### src/rtl/core/page_replacement_policy_assert.svh
// assertion macros for the page replacement unit
`ifndef PAGE_REPLACEMENT_POLICY_ASSERT_SVH
`define PAGE_REPLACEMENT_POLICY_ASSERT_SVH
`ifndef SYNTHESIS
`define PRP_ASSERT_IMP(lbl, clk, rst, ante, cons, msg) \
  lbl: assert property (@(posedge clk) disable iff (rst) (ante) |-> (cons)) else $error(msg);
`define PRP_ASSERT_NXT(lbl, clk, rst, ante, cons, msg) \
  lbl: assert property (@(posedge clk) disable iff (rst) (ante) |=> (cons)) else $error(msg);
`else
`define PRP_ASSERT_IMP(lbl, clk, rst, ante, cons, msg)
`define PRP_ASSERT_NXT(lbl, clk, rst, ante, cons, msg)
`endif
`endif

### src/rtl/core/prp_pkg.sv
// shared types and constants of the page replacement unit
package prp_pkg;

  localparam int unsigned DEF_NUM_FRAMES = 8;
  localparam int unsigned DEF_PAGE_BITS  = 16;

  localparam int unsigned AGE_W    = 16;
  localparam int unsigned USE_W    = 16;
  localparam int unsigned HIT_W    = 16;
  localparam int unsigned FRAME_W  = 3;
  localparam int unsigned MODE_W   = 2;
  localparam int unsigned FIU_W    = 4;
  localparam int unsigned MCOUNT_W = 8;

  localparam logic [MODE_W-1:0] MODE_FIFO = 2'd0;
  localparam logic [MODE_W-1:0] MODE_LRU  = 2'd1;
  localparam logic [MODE_W-1:0] MODE_LFU  = 2'd2;

  localparam logic REG_MODE   = 1'b0;
  localparam logic REG_FRAMES = 1'b1;

  typedef enum logic [1:0] {
    ST_IDLE,
    ST_SCAN,
    ST_COMMIT
  } state_t;

  // token that walks the chain, one cell per cycle
  typedef struct packed {
    logic             hit;
    logic             free;
    logic             best_set;
    logic [USE_W-1:0] best_uses;
    logic [AGE_W-1:0] best_age;
  } tok_t;

  // broadcast from the sequencer to all cells
  typedef struct packed {
    logic commit;
    logic hit;
    logic lru;
    logic lfu;
    logic clear;
  } cmd_t;

endpackage

### src/rtl/core/prp_cell.sv
// one frame cell: holds a frame's state and merges it into the passing token
module prp_cell #(
  parameter int unsigned IDX       = 0,
  parameter int unsigned IDX_W     = 3,
  parameter int unsigned PAGE_BITS = 16
) (
  input  logic                 clk,
  input  logic                 rst,
  input  logic                 managed,
  input  logic [PAGE_BITS-1:0] req_page,
  input  prp_pkg::tok_t        tok_in,
  input  logic [IDX_W-1:0]     hit_idx_in,
  input  logic [IDX_W-1:0]     free_idx_in,
  input  logic [IDX_W-1:0]     best_idx_in,
  input  logic [PAGE_BITS-1:0] best_page_in,
  output prp_pkg::tok_t        tok_out,
  output logic [IDX_W-1:0]     hit_idx_out,
  output logic [IDX_W-1:0]     free_idx_out,
  output logic [IDX_W-1:0]     best_idx_out,
  output logic [PAGE_BITS-1:0] best_page_out,
  input  prp_pkg::cmd_t        cmd,
  input  logic [IDX_W-1:0]     slot
);
  import prp_pkg::*;

  localparam logic [IDX_W-1:0] MY_IDX = IDX_W'(IDX);

  logic [PAGE_BITS-1:0] page;
  logic                 valid;
  logic [AGE_W-1:0]     age;
  logic [USE_W-1:0]     uses;

  logic [PAGE_BITS-1:0] page_next;
  logic                 valid_next;
  logic [AGE_W-1:0]     age_next;
  logic [USE_W-1:0]     uses_next;

  tok_t                 tok_next;
  logic [IDX_W-1:0]     hit_idx_next;
  logic [IDX_W-1:0]     free_idx_next;
  logic [IDX_W-1:0]     best_idx_next;
  logic [PAGE_BITS-1:0] best_page_next;
  logic                 take;

  // token merge
  always_comb begin
    tok_next       = tok_in;
    hit_idx_next   = hit_idx_in;
    free_idx_next  = free_idx_in;
    best_idx_next  = best_idx_in;
    best_page_next = best_page_in;
    take           = 1'b0;
    if (managed) begin
      if (!tok_in.hit && valid && (page == req_page)) begin
        tok_next.hit = 1'b1;
        hit_idx_next = MY_IDX;
      end
      if (!tok_in.free && !valid) begin
        tok_next.free = 1'b1;
        free_idx_next = MY_IDX;
      end
      if (!tok_in.best_set) begin
        take = 1'b1;
      end else if (cmd.lfu) begin
        take = (uses < tok_in.best_uses) ||
               ((uses == tok_in.best_uses) && (age > tok_in.best_age));
      end else begin
        take = age > tok_in.best_age;
      end
      if (take) begin
        tok_next.best_set  = 1'b1;
        tok_next.best_uses = uses;
        tok_next.best_age  = age;
        best_idx_next      = MY_IDX;
        best_page_next     = page;
      end
    end
  end

  always_ff @(posedge clk) begin
    tok_out       <= tok_next;
    hit_idx_out   <= hit_idx_next;
    free_idx_out  <= free_idx_next;
    best_idx_out  <= best_idx_next;
    best_page_out <= best_page_next;
  end

  // frame update at commit
  always_comb begin
    page_next  = page;
    valid_next = valid;
    age_next   = age;
    uses_next  = uses;
    if (cmd.commit && managed) begin
      if (slot == MY_IDX) begin
        if (cmd.hit) begin
          if (cmd.lru) begin
            age_next = '0;
          end
          if (cmd.lfu && (uses != '1)) begin
            uses_next = uses + USE_W'(1);
          end
        end else begin
          page_next  = req_page;
          valid_next = 1'b1;
          age_next   = '0;
          uses_next  = USE_W'(1);
        end
      end
      if (valid_next && (age_next != '1)) begin
        age_next = age_next + AGE_W'(1);
      end
    end
    if (cmd.commit && cmd.clear) begin
      valid_next = 1'b0;
      age_next   = '0;
      uses_next  = '0;
    end
  end

  always_ff @(posedge clk) begin
    if (rst) begin
      valid <= 1'b0;
      age   <= '0;
      uses  <= '0;
    end else begin
      valid <= valid_next;
      age   <= age_next;
      uses  <= uses_next;
    end
  end

  always_ff @(posedge clk) begin
    page <= page_next;
  end

endmodule

### src/rtl/core/page_replacement_policy.sv
// top level of the page replacement unit: sequencer, cell chain and result register
//
// Page replacement unit with FIFO, LRU and LFU policies over NUM_FRAMES frames. Each request
// (one page access) is accepted in the idle state. A search token then walks the row of frame
// cells one cell per cycle, collecting the matching frame, the first free frame and the
// replacement candidate. The commit state then commits the update to all cells and loads the
// result register, and the unit returns to idle, where the next request is taken. The result
// waits in its own register, so a new request is taken while it is still pending; a commit
// waits only if the previous result has not yet been taken. Configuration writes take effect
// at once and are meant to be made while no request is in flight.
`include "page_replacement_policy_assert.svh"

module page_replacement_policy #(
  parameter int unsigned NUM_FRAMES = prp_pkg::DEF_NUM_FRAMES,
  parameter int unsigned PAGE_BITS  = prp_pkg::DEF_PAGE_BITS
) (
  input  logic                          clk,
  input  logic                          rst,
  input  logic                          cfg_we,
  input  logic                          cfg_index,
  input  logic [prp_pkg::FIU_W-1:0]     cfg_data,
  input  logic                          in_valid,
  output logic                          in_ready,
  input  logic [PAGE_BITS-1:0]          page,
  input  logic                          last_access,
  output logic                          out_valid,
  input  logic                          out_ready,
  output logic                          hit,
  output logic [prp_pkg::FRAME_W-1:0]   frame,
  output logic                          evicted_valid,
  output logic [PAGE_BITS-1:0]          evicted_page,
  output logic [prp_pkg::HIT_W-1:0]     hit_total
);
  import prp_pkg::*;

  localparam int unsigned IDX_W = (NUM_FRAMES > 1) ? $clog2(NUM_FRAMES) : 1;

  state_t state, state_next;
  logic [IDX_W-1:0]     cnt, cnt_next;
  logic [PAGE_BITS-1:0] req_page;
  logic                 req_last;
  logic [MODE_W-1:0]    mode;
  logic [FIU_W-1:0]     frames_in_use;
  logic [HIT_W-1:0]     hit_count, hit_count_next, hit_inc;

  logic [MCOUNT_W-1:0]  fiu_ext;
  logic [MCOUNT_W-1:0]  n_eff;
  logic [NUM_FRAMES-1:0] managed;

  tok_t                 tok_link       [NUM_FRAMES];
  logic [IDX_W-1:0]     hit_idx_link   [NUM_FRAMES];
  logic [IDX_W-1:0]     free_idx_link  [NUM_FRAMES];
  logic [IDX_W-1:0]     best_idx_link  [NUM_FRAMES];
  logic [PAGE_BITS-1:0] best_page_link [NUM_FRAMES];

  tok_t                 tok_fin;
  cmd_t                 cmd;
  logic [IDX_W-1:0]     slot;
  logic                 do_commit;
  logic                 ev_sel;
  logic [IDX_W+FRAME_W-1:0] slot_wide;

  // configuration registers
  always_ff @(posedge clk) begin
    if (rst) begin
      mode          <= MODE_FIFO;
      frames_in_use <= FIU_W'(8);
    end else if (cfg_we) begin
      unique case (cfg_index)
        REG_MODE:   mode          <= cfg_data[MODE_W-1:0];
        REG_FRAMES: frames_in_use <= cfg_data;
        default:    ;
      endcase
    end
  end

  // managed range clamps to 1 .. NUM_FRAMES
  always_comb begin
    fiu_ext = MCOUNT_W'(frames_in_use);
    if (fiu_ext == '0) begin
      n_eff = MCOUNT_W'(1);
    end else if (fiu_ext > MCOUNT_W'(NUM_FRAMES)) begin
      n_eff = MCOUNT_W'(NUM_FRAMES);
    end else begin
      n_eff = fiu_ext;
    end
  end

  // request register
  always_ff @(posedge clk) begin
    if (in_valid && in_ready) begin
      req_page <= page;
      req_last <= last_access;
    end
  end

  assign in_ready = (state == ST_IDLE);
  assign tok_fin  = tok_link[NUM_FRAMES-1];
  assign do_commit = (state == ST_COMMIT) && (!out_valid || out_ready);

  always_comb begin
    if (tok_fin.hit) begin
      slot = hit_idx_link[NUM_FRAMES-1];
    end else if (tok_fin.free) begin
      slot = free_idx_link[NUM_FRAMES-1];
    end else begin
      slot = best_idx_link[NUM_FRAMES-1];
    end
  end

  assign ev_sel    = !tok_fin.hit && !tok_fin.free;
  assign slot_wide = (IDX_W+FRAME_W)'(slot);
  assign hit_inc   = (hit_count != '1) ? hit_count + HIT_W'(1) : hit_count;

  assign cmd.commit = do_commit;
  assign cmd.hit    = tok_fin.hit;
  assign cmd.lru    = (mode == MODE_LRU);
  assign cmd.lfu    = (mode == MODE_LFU);
  assign cmd.clear  = req_last;

  // sequencer
  always_comb begin
    state_next     = state;
    cnt_next       = cnt;
    hit_count_next = hit_count;
    unique case (state)
      ST_IDLE: begin
        cnt_next = '0;
        if (in_valid) begin
          state_next = ST_SCAN;
        end
      end
      ST_SCAN: begin
        if (cnt == IDX_W'(NUM_FRAMES - 1)) begin
          state_next = ST_COMMIT;
        end else begin
          cnt_next = cnt + IDX_W'(1);
        end
      end
      ST_COMMIT: begin
        if (do_commit) begin
          state_next = ST_IDLE;
          if (req_last) begin
            hit_count_next = '0;
          end else if (tok_fin.hit) begin
            hit_count_next = hit_inc;
          end
        end
      end
      default: state_next = ST_IDLE;
    endcase
  end

  always_ff @(posedge clk) begin
    if (rst) begin
      state     <= ST_IDLE;
      cnt       <= '0;
      hit_count <= '0;
    end else begin
      state     <= state_next;
      cnt       <= cnt_next;
      hit_count <= hit_count_next;
    end
  end

  // result register
  always_ff @(posedge clk) begin
    if (rst) begin
      out_valid <= 1'b0;
    end else if (do_commit) begin
      out_valid <= 1'b1;
    end else if (out_ready) begin
      out_valid <= 1'b0;
    end
  end

  always_ff @(posedge clk) begin
    if (do_commit) begin
      hit           <= tok_fin.hit;
      frame         <= slot_wide[FRAME_W-1:0];
      evicted_valid <= ev_sel;
      evicted_page  <= ev_sel ? best_page_link[NUM_FRAMES-1] : '0;
      hit_total     <= tok_fin.hit ? hit_inc : hit_count;
    end
  end

  // row of frame cells
  for (genvar i = 0; i < NUM_FRAMES; i++) begin : g_cell
    tok_t                 tok_in;
    logic [IDX_W-1:0]     hit_idx_in;
    logic [IDX_W-1:0]     free_idx_in;
    logic [IDX_W-1:0]     best_idx_in;
    logic [PAGE_BITS-1:0] best_page_in;

    assign managed[i] = n_eff > MCOUNT_W'(i);

    if (i == 0) begin : g_head
      assign tok_in       = '0;
      assign hit_idx_in   = '0;
      assign free_idx_in  = '0;
      assign best_idx_in  = '0;
      assign best_page_in = '0;
    end else begin : g_link
      assign tok_in       = tok_link[i-1];
      assign hit_idx_in   = hit_idx_link[i-1];
      assign free_idx_in  = free_idx_link[i-1];
      assign best_idx_in  = best_idx_link[i-1];
      assign best_page_in = best_page_link[i-1];
    end

    prp_cell #(
      .IDX       (i),
      .IDX_W     (IDX_W),
      .PAGE_BITS (PAGE_BITS)
    ) u_cell (
      .clk           (clk),
      .rst           (rst),
      .managed       (managed[i]),
      .req_page      (req_page),
      .tok_in        (tok_in),
      .hit_idx_in    (hit_idx_in),
      .free_idx_in   (free_idx_in),
      .best_idx_in   (best_idx_in),
      .best_page_in  (best_page_in),
      .tok_out       (tok_link[i]),
      .hit_idx_out   (hit_idx_link[i]),
      .free_idx_out  (free_idx_link[i]),
      .best_idx_out  (best_idx_link[i]),
      .best_page_out (best_page_link[i]),
      .cmd           (cmd),
      .slot          (slot)
    );
  end

  `PRP_ASSERT_NXT(a_accept_starts_scan, clk, rst, in_valid && in_ready,
                  (state == ST_SCAN) && (cnt == '0), "accepted request did not start the scan")
  `PRP_ASSERT_NXT(a_commit_holds, clk, rst, (state == ST_COMMIT) && out_valid && !out_ready,
                  state == ST_COMMIT, "commit overran a pending result")
  `PRP_ASSERT_IMP(a_hit_no_evict, clk, rst, out_valid, !(hit && evicted_valid),
                  "result shows both hit and eviction")
  `PRP_ASSERT_IMP(a_hit_counted, clk, rst, out_valid && hit, hit_total != '0,
                  "hit result with zero hit total")

endmodule
### config.mk
export PLATFORM = sky130hd
export DESIGN_NAME = page_replacement_policy
export DESIGN_NICKNAME = d
export VERILOG_FILES = /design/src/rtl/core/prp_pkg.sv /design/src/rtl/core/prp_cell.sv /design/src/rtl/core/page_replacement_policy.sv
export VERILOG_INCLUDE_DIRS = /design/src /design/src/rtl/core
export SDC_FILE = /design/constraint.sdc
export NUM_CORES = 2
export LEC_CHECK = 0
export BUFFER_PORTS_ARGS = -buffer_cell sky130_fd_sc_hd__clkbuf_2
export CORE_MARGIN = 3
export CORE_UTILIZATION = 50
export DETAILED_ROUTE_END_ITERATION = 8
export PLACE_DENSITY = 0.76
export SYNTH_ARGS = -nofsm -noshare
export SYNTH_HDL_FRONTEND = slang
export SYNTH_SLANG_ARGS = --single-unit
### constraint.sdc
create_clock -name clk -period 5.95 [get_ports clk]
set_input_delay 0.595 -clock clk [delete_from_list [all_inputs] [get_ports clk]]
set_output_delay 0.595 -clock clk [all_outputs]
set_load 0.05 [all_outputs]
==> results.py <==
metrics = {
    "setup_path": {
        "cp_top_family": "compound AO/OA/AOI/OAI gates",
        "cp_slowest_cell": "dfxtp_1",
        "worstPathCellList": "mux2_4 -> o21ai_4 -> inv_4 -> nor4_2 -> buf_4 -> nor2_1 -> ha_1 -> nand4_1 -> nor2_1 -> a21oi_2 -> nand2_1 -> or4_1 -> a21oi_1",
        "crit_fanout": 20,
        "startpoint_type": "flop",
        "max_stage_delay_ns": 0.62,
        "cp-end-kind": "flop",
        "required_ns": 6.52,
        "cp_num_buf_inv": 2,
        "cp_common_cell": "nor2_1",
        "crit_type": "flop to flop",
        "arrival_ns": 5.11,
    },
    "clock_network": {
        "cts_resized": 0,
        "htreeDepth": 3,
        "numCtsBuffers": 86,
        "ctsHoldBuffers": 0,
        "cts.clk_slew.worst_paths_ns": 0.06,
        "cts_tree": "built",
        "root_buffer": "clkbuf_16",
        "clock-sinks": 900,
        "clock_latency_ns": 0.65,
        "post-cts-setup-buffer-count": 0,
        "ctsLongestPathBuffers": 3,
    },
    "die": {
        "fp.dieH_um": 292.5,
        "num_io_pins": 66,
        "num_rows": 104,
        "fp.dieArea_um2": 85550,
        "die_x_um": 292.5,
        "start_util_pct": 50.70,
        "core_area_um2": 80940,
    },
    "sta": {
        "relSlewSlack_pct": 17.04,
        "grt_setup_unrepaired": "false",
        "setup_viol": 0,
        "timing.final.ws_setup_ns": 1.408,
        "tns_ns": 0,
        "drv_slew": 0,
        "period_share_pct": 76.34,
        "finalHoldViolations": 0,
        "fmax_mhz": 220.2,
        "worstMarginPinSlew_ns": 1.244,
        "period_minus_slack_ns": 4.542,
        "finalClockSkew_ns": 0.02741,
    },
    "yosys": {
        "postSynth.asyncResetShare_pct": 0,
        "synthFlopType": "dfxtp_1",
        "yosysWarnings": 0,
        "synthTopCellsByArea": "dfxtp_1 35%, edfxtp_1 13%, mux2_2 8.4%, ha_1 7.4%, xnor2_1 3.6%",
        "syn_nets": 4286,
        "syn-instance-count": 4016,
        "synth_seq_area_share_pct": 48.34,
        "synth_cell_types": 99,
        "synth-seq-cells": 900,
        "syn_avg_cell_area_um2": 10.22,
        "synth_top_area_share_pct": 35.03,
        "synth_edf_count": 182,
        "syn_area_um2": 41040,
        "yosys.area.top_type": "dfxtp_1",
    },
    "global_routing": {
        "grtUsageTotal_pct": 21.54,
        "grt_overflow": 0,
        "use_met1_pct": 29.24,
        "antenna_found_initial": 1,
        "gr-usage-met3_pct": 3.905,
        "grt_use_met2_pct": 34.87,
        "grt_pass1_wl_um": 150200,
        "grt_pass1_vias": 28160,
        "grt_max_degree": 67,
        "busiest_layer": "met2",
    },
    "placement": {
        "postPlaceCellArea_um2": 42420,
        "hpwl_um": 66640,
        "io_buffers": 65,
        "globalplace.congestion": 0.8897,
        "pre_cts_slack_ns": 1.548,
    },
    "power_and_ir_drop": {
        "ir_drop_mv": 0.2146,
        "p_per_area_nw_per_um2": 268.0,
        "power_leakage_nw": 17.11,
    },
    "layout": {
        "design_area_um2": 45300,
        "mostFrequentLayoutCells": "717 x dfxtp_1, 333 x nor2_1, 307 x mux2_2",
        "areaGrowthSynthToFinish_pct": 10.39,
        "final_nets": 4312,
        "diodes": 0,
        "final_common_cell": "dfxtp_1",
        "drive_above_1_share_pct": 16.03,
    },
    "routing": {
        "wl_per_cell_um": 18.15,
        "drc": 0,
        "viasPerCell": 5.634,
        "first_pass_iters": 8,
        "ant_nets": 0,
        "detail_route.iter0.violations": 2300,
        "drt-total-wl_um": 93850,
        "vias": 29130,
    },
    "flow_run": {
        "cap_violations": 0,
    },
    "worst_hold_path": {
        "hp-class": "primary input to flop",
    },
    "status": {
        "status": "complete, no violations",
    },
}
-- cell usage after synthesis, types with 7 or more instances --
| library cell | instances |
|---|---|
| a2111oi_0 | 9 |
| a211oi_1 | 27 |
| a21o_1 | 32 |
| a21oi_1 | 148 |
| a221oi_1 | 7 |
| a22oi_1 | 17 |
| a31oi_1 | 21 |
| and2_1 | 53 |
| and3_1 | 61 |
| and4_1 | 28 |
| buf_2 | 29 |
| clkbuf_1 | 132 |
| dfxtp_1 | 718 |
| edfxtp_1 | 182 |
| ha_1 | 243 |
| inv_1 | 247 |
| mux2_2 | 307 |
| mux2i_1 | 10 |
| nand2_1 | 246 |
| nand2b_1 | 25 |
| nand3_1 | 147 |
| nand3b_1 | 10 |
| nand4_1 | 138 |
| nand4b_1 | 10 |
| nor2_1 | 333 |
| nor2b_1 | 33 |
| nor3_1 | 70 |
| nor3_2 | 8 |
| nor4_1 | 33 |
| nor4b_1 | 7 |
| o211ai_1 | 15 |
| o21a_1 | 8 |
| o21ai_0 | 124 |
| o21bai_1 | 11 |
| o31ai_1 | 14 |
| or2_2 | 36 |
| or3_1 | 34 |
| xnor2_1 | 169 |
| xor2_1 | 132 |
-- metrics by stage --
step	power [mW]	hold WS [ns]	std cells	util (%)
final	12.14	0.1217	5171	55.97
after CTS	12.23	0.08541	5171	55.97
after global placement	6.707	0.3631	5014	52.41
after detailed placement	6.713	0.3654	5014	52.41
after floorplan	6.609	0.3863	4016	-
after global routing	12.49	0.09217	5171	55.97
-- per-layer routing --
| layer | vias up | wire length (um) |
|---|---|---|
| met5 | - | 11 |
| met4 | 2 | 3088 |
| met2 | 863 | 43020 |
| li1 | 14220 | - |
| met3 | 210 | 5782 |
| met1 | 13840 | 41950 |
-- cell type report --
type	count	area, um^2
flip-flops and latches	900	19840
fillers	6783	35640
inverters	251	947.2
clock inverters	38	440.4
multi-input cells	2689	19600
well taps	1060	1326
clock buffers	119	2440
repair buffers	114	705.7
-- sequential cells by signal (all words and copies together) (netlist names), 3 cells and up --
name / count
g_cell.u_cell.valid: 8
g_cell.u_cell.hit_idx_out: 17
g_cell.u_cell.best_page_out: 128
g_cell.u_cell.free_idx_out: 17
hit_total: 16
g_cell.u_cell.age: 128
g_cell.u_cell.page: 128
g_cell.u_cell.best_idx_out: 17
frame: 3
frames_in_use: 4
g_cell.u_cell.uses: 128
req_page: 16
evicted_page: 16
g_cell.u_cell.tok_out: 247
cnt: 3
hit_count: 16
-- worst register-to-register path: stages (launching register included) --
cell and delay [ns]:
dfxtp_1 0.62, mux2_4 0.41, o21ai_4 0.63, inv_4 0.27, nor4_2 0.33, buf_4 0.29
nor2_1 0.07, ha_1 0.29, nand4_1 0.20, nor2_1 0.15, a21oi_2 0.52, nand2_1 0.13
or4_1 0.41, a21oi_1 0.15
-- kinds of logic (layout without fill, tap and decap cells) --
family,Yosys count,count (layout),synth area share (%)
AND/OR/NAND/NOR,1308,1308,16.65
multiplexers,319,319,8.741
flip-flops,900,900,48.34
XOR/XNOR,301,301,6.424
buffers and inverters,427,522,4.137
AO/OA/AOI/OAI,517,517,8.284
other,1,1,0.009138
adder cells (fa/ha/maj),243,243,7.409
-- worst paths after layout --
check | from | endpoint | slack (ns) | cells after the start
setup / recovery | g_cell[7].u_cell.tok_out[33]$_DFF_P_ | g_cell[1].u_cell.age[4]$_SDFFE_PP0P_ | 1.41 | 13
hold / removal | last_access | req_last$_DFFE_PP_ | 0.12 | 1
setup reg to reg | g_cell[7].u_cell.tok_out[33]$_DFF_P_ | g_cell[1].u_cell.age[4]$_SDFFE_PP0P_ | 1.41 | 13
hold reg to reg | g_cell[0].u_cell.uses[5]$_SDFFE_PP0P_ | g_cell[0].u_cell.tok_out[21]$_SDFF_PP0_ | 0.38 | 0
-- power by group --
group,total [mW],internal (mW),leakage (nW),switching [mW]
sequential,6.32,6.28,7.51,0.0380
clock,5.56,3.20,1.42,2.36
combinational,0.269,0.107,8.18,0.162
total,12.1,9.58,17.1,2.56
Power figures use the tool's default switching activity.
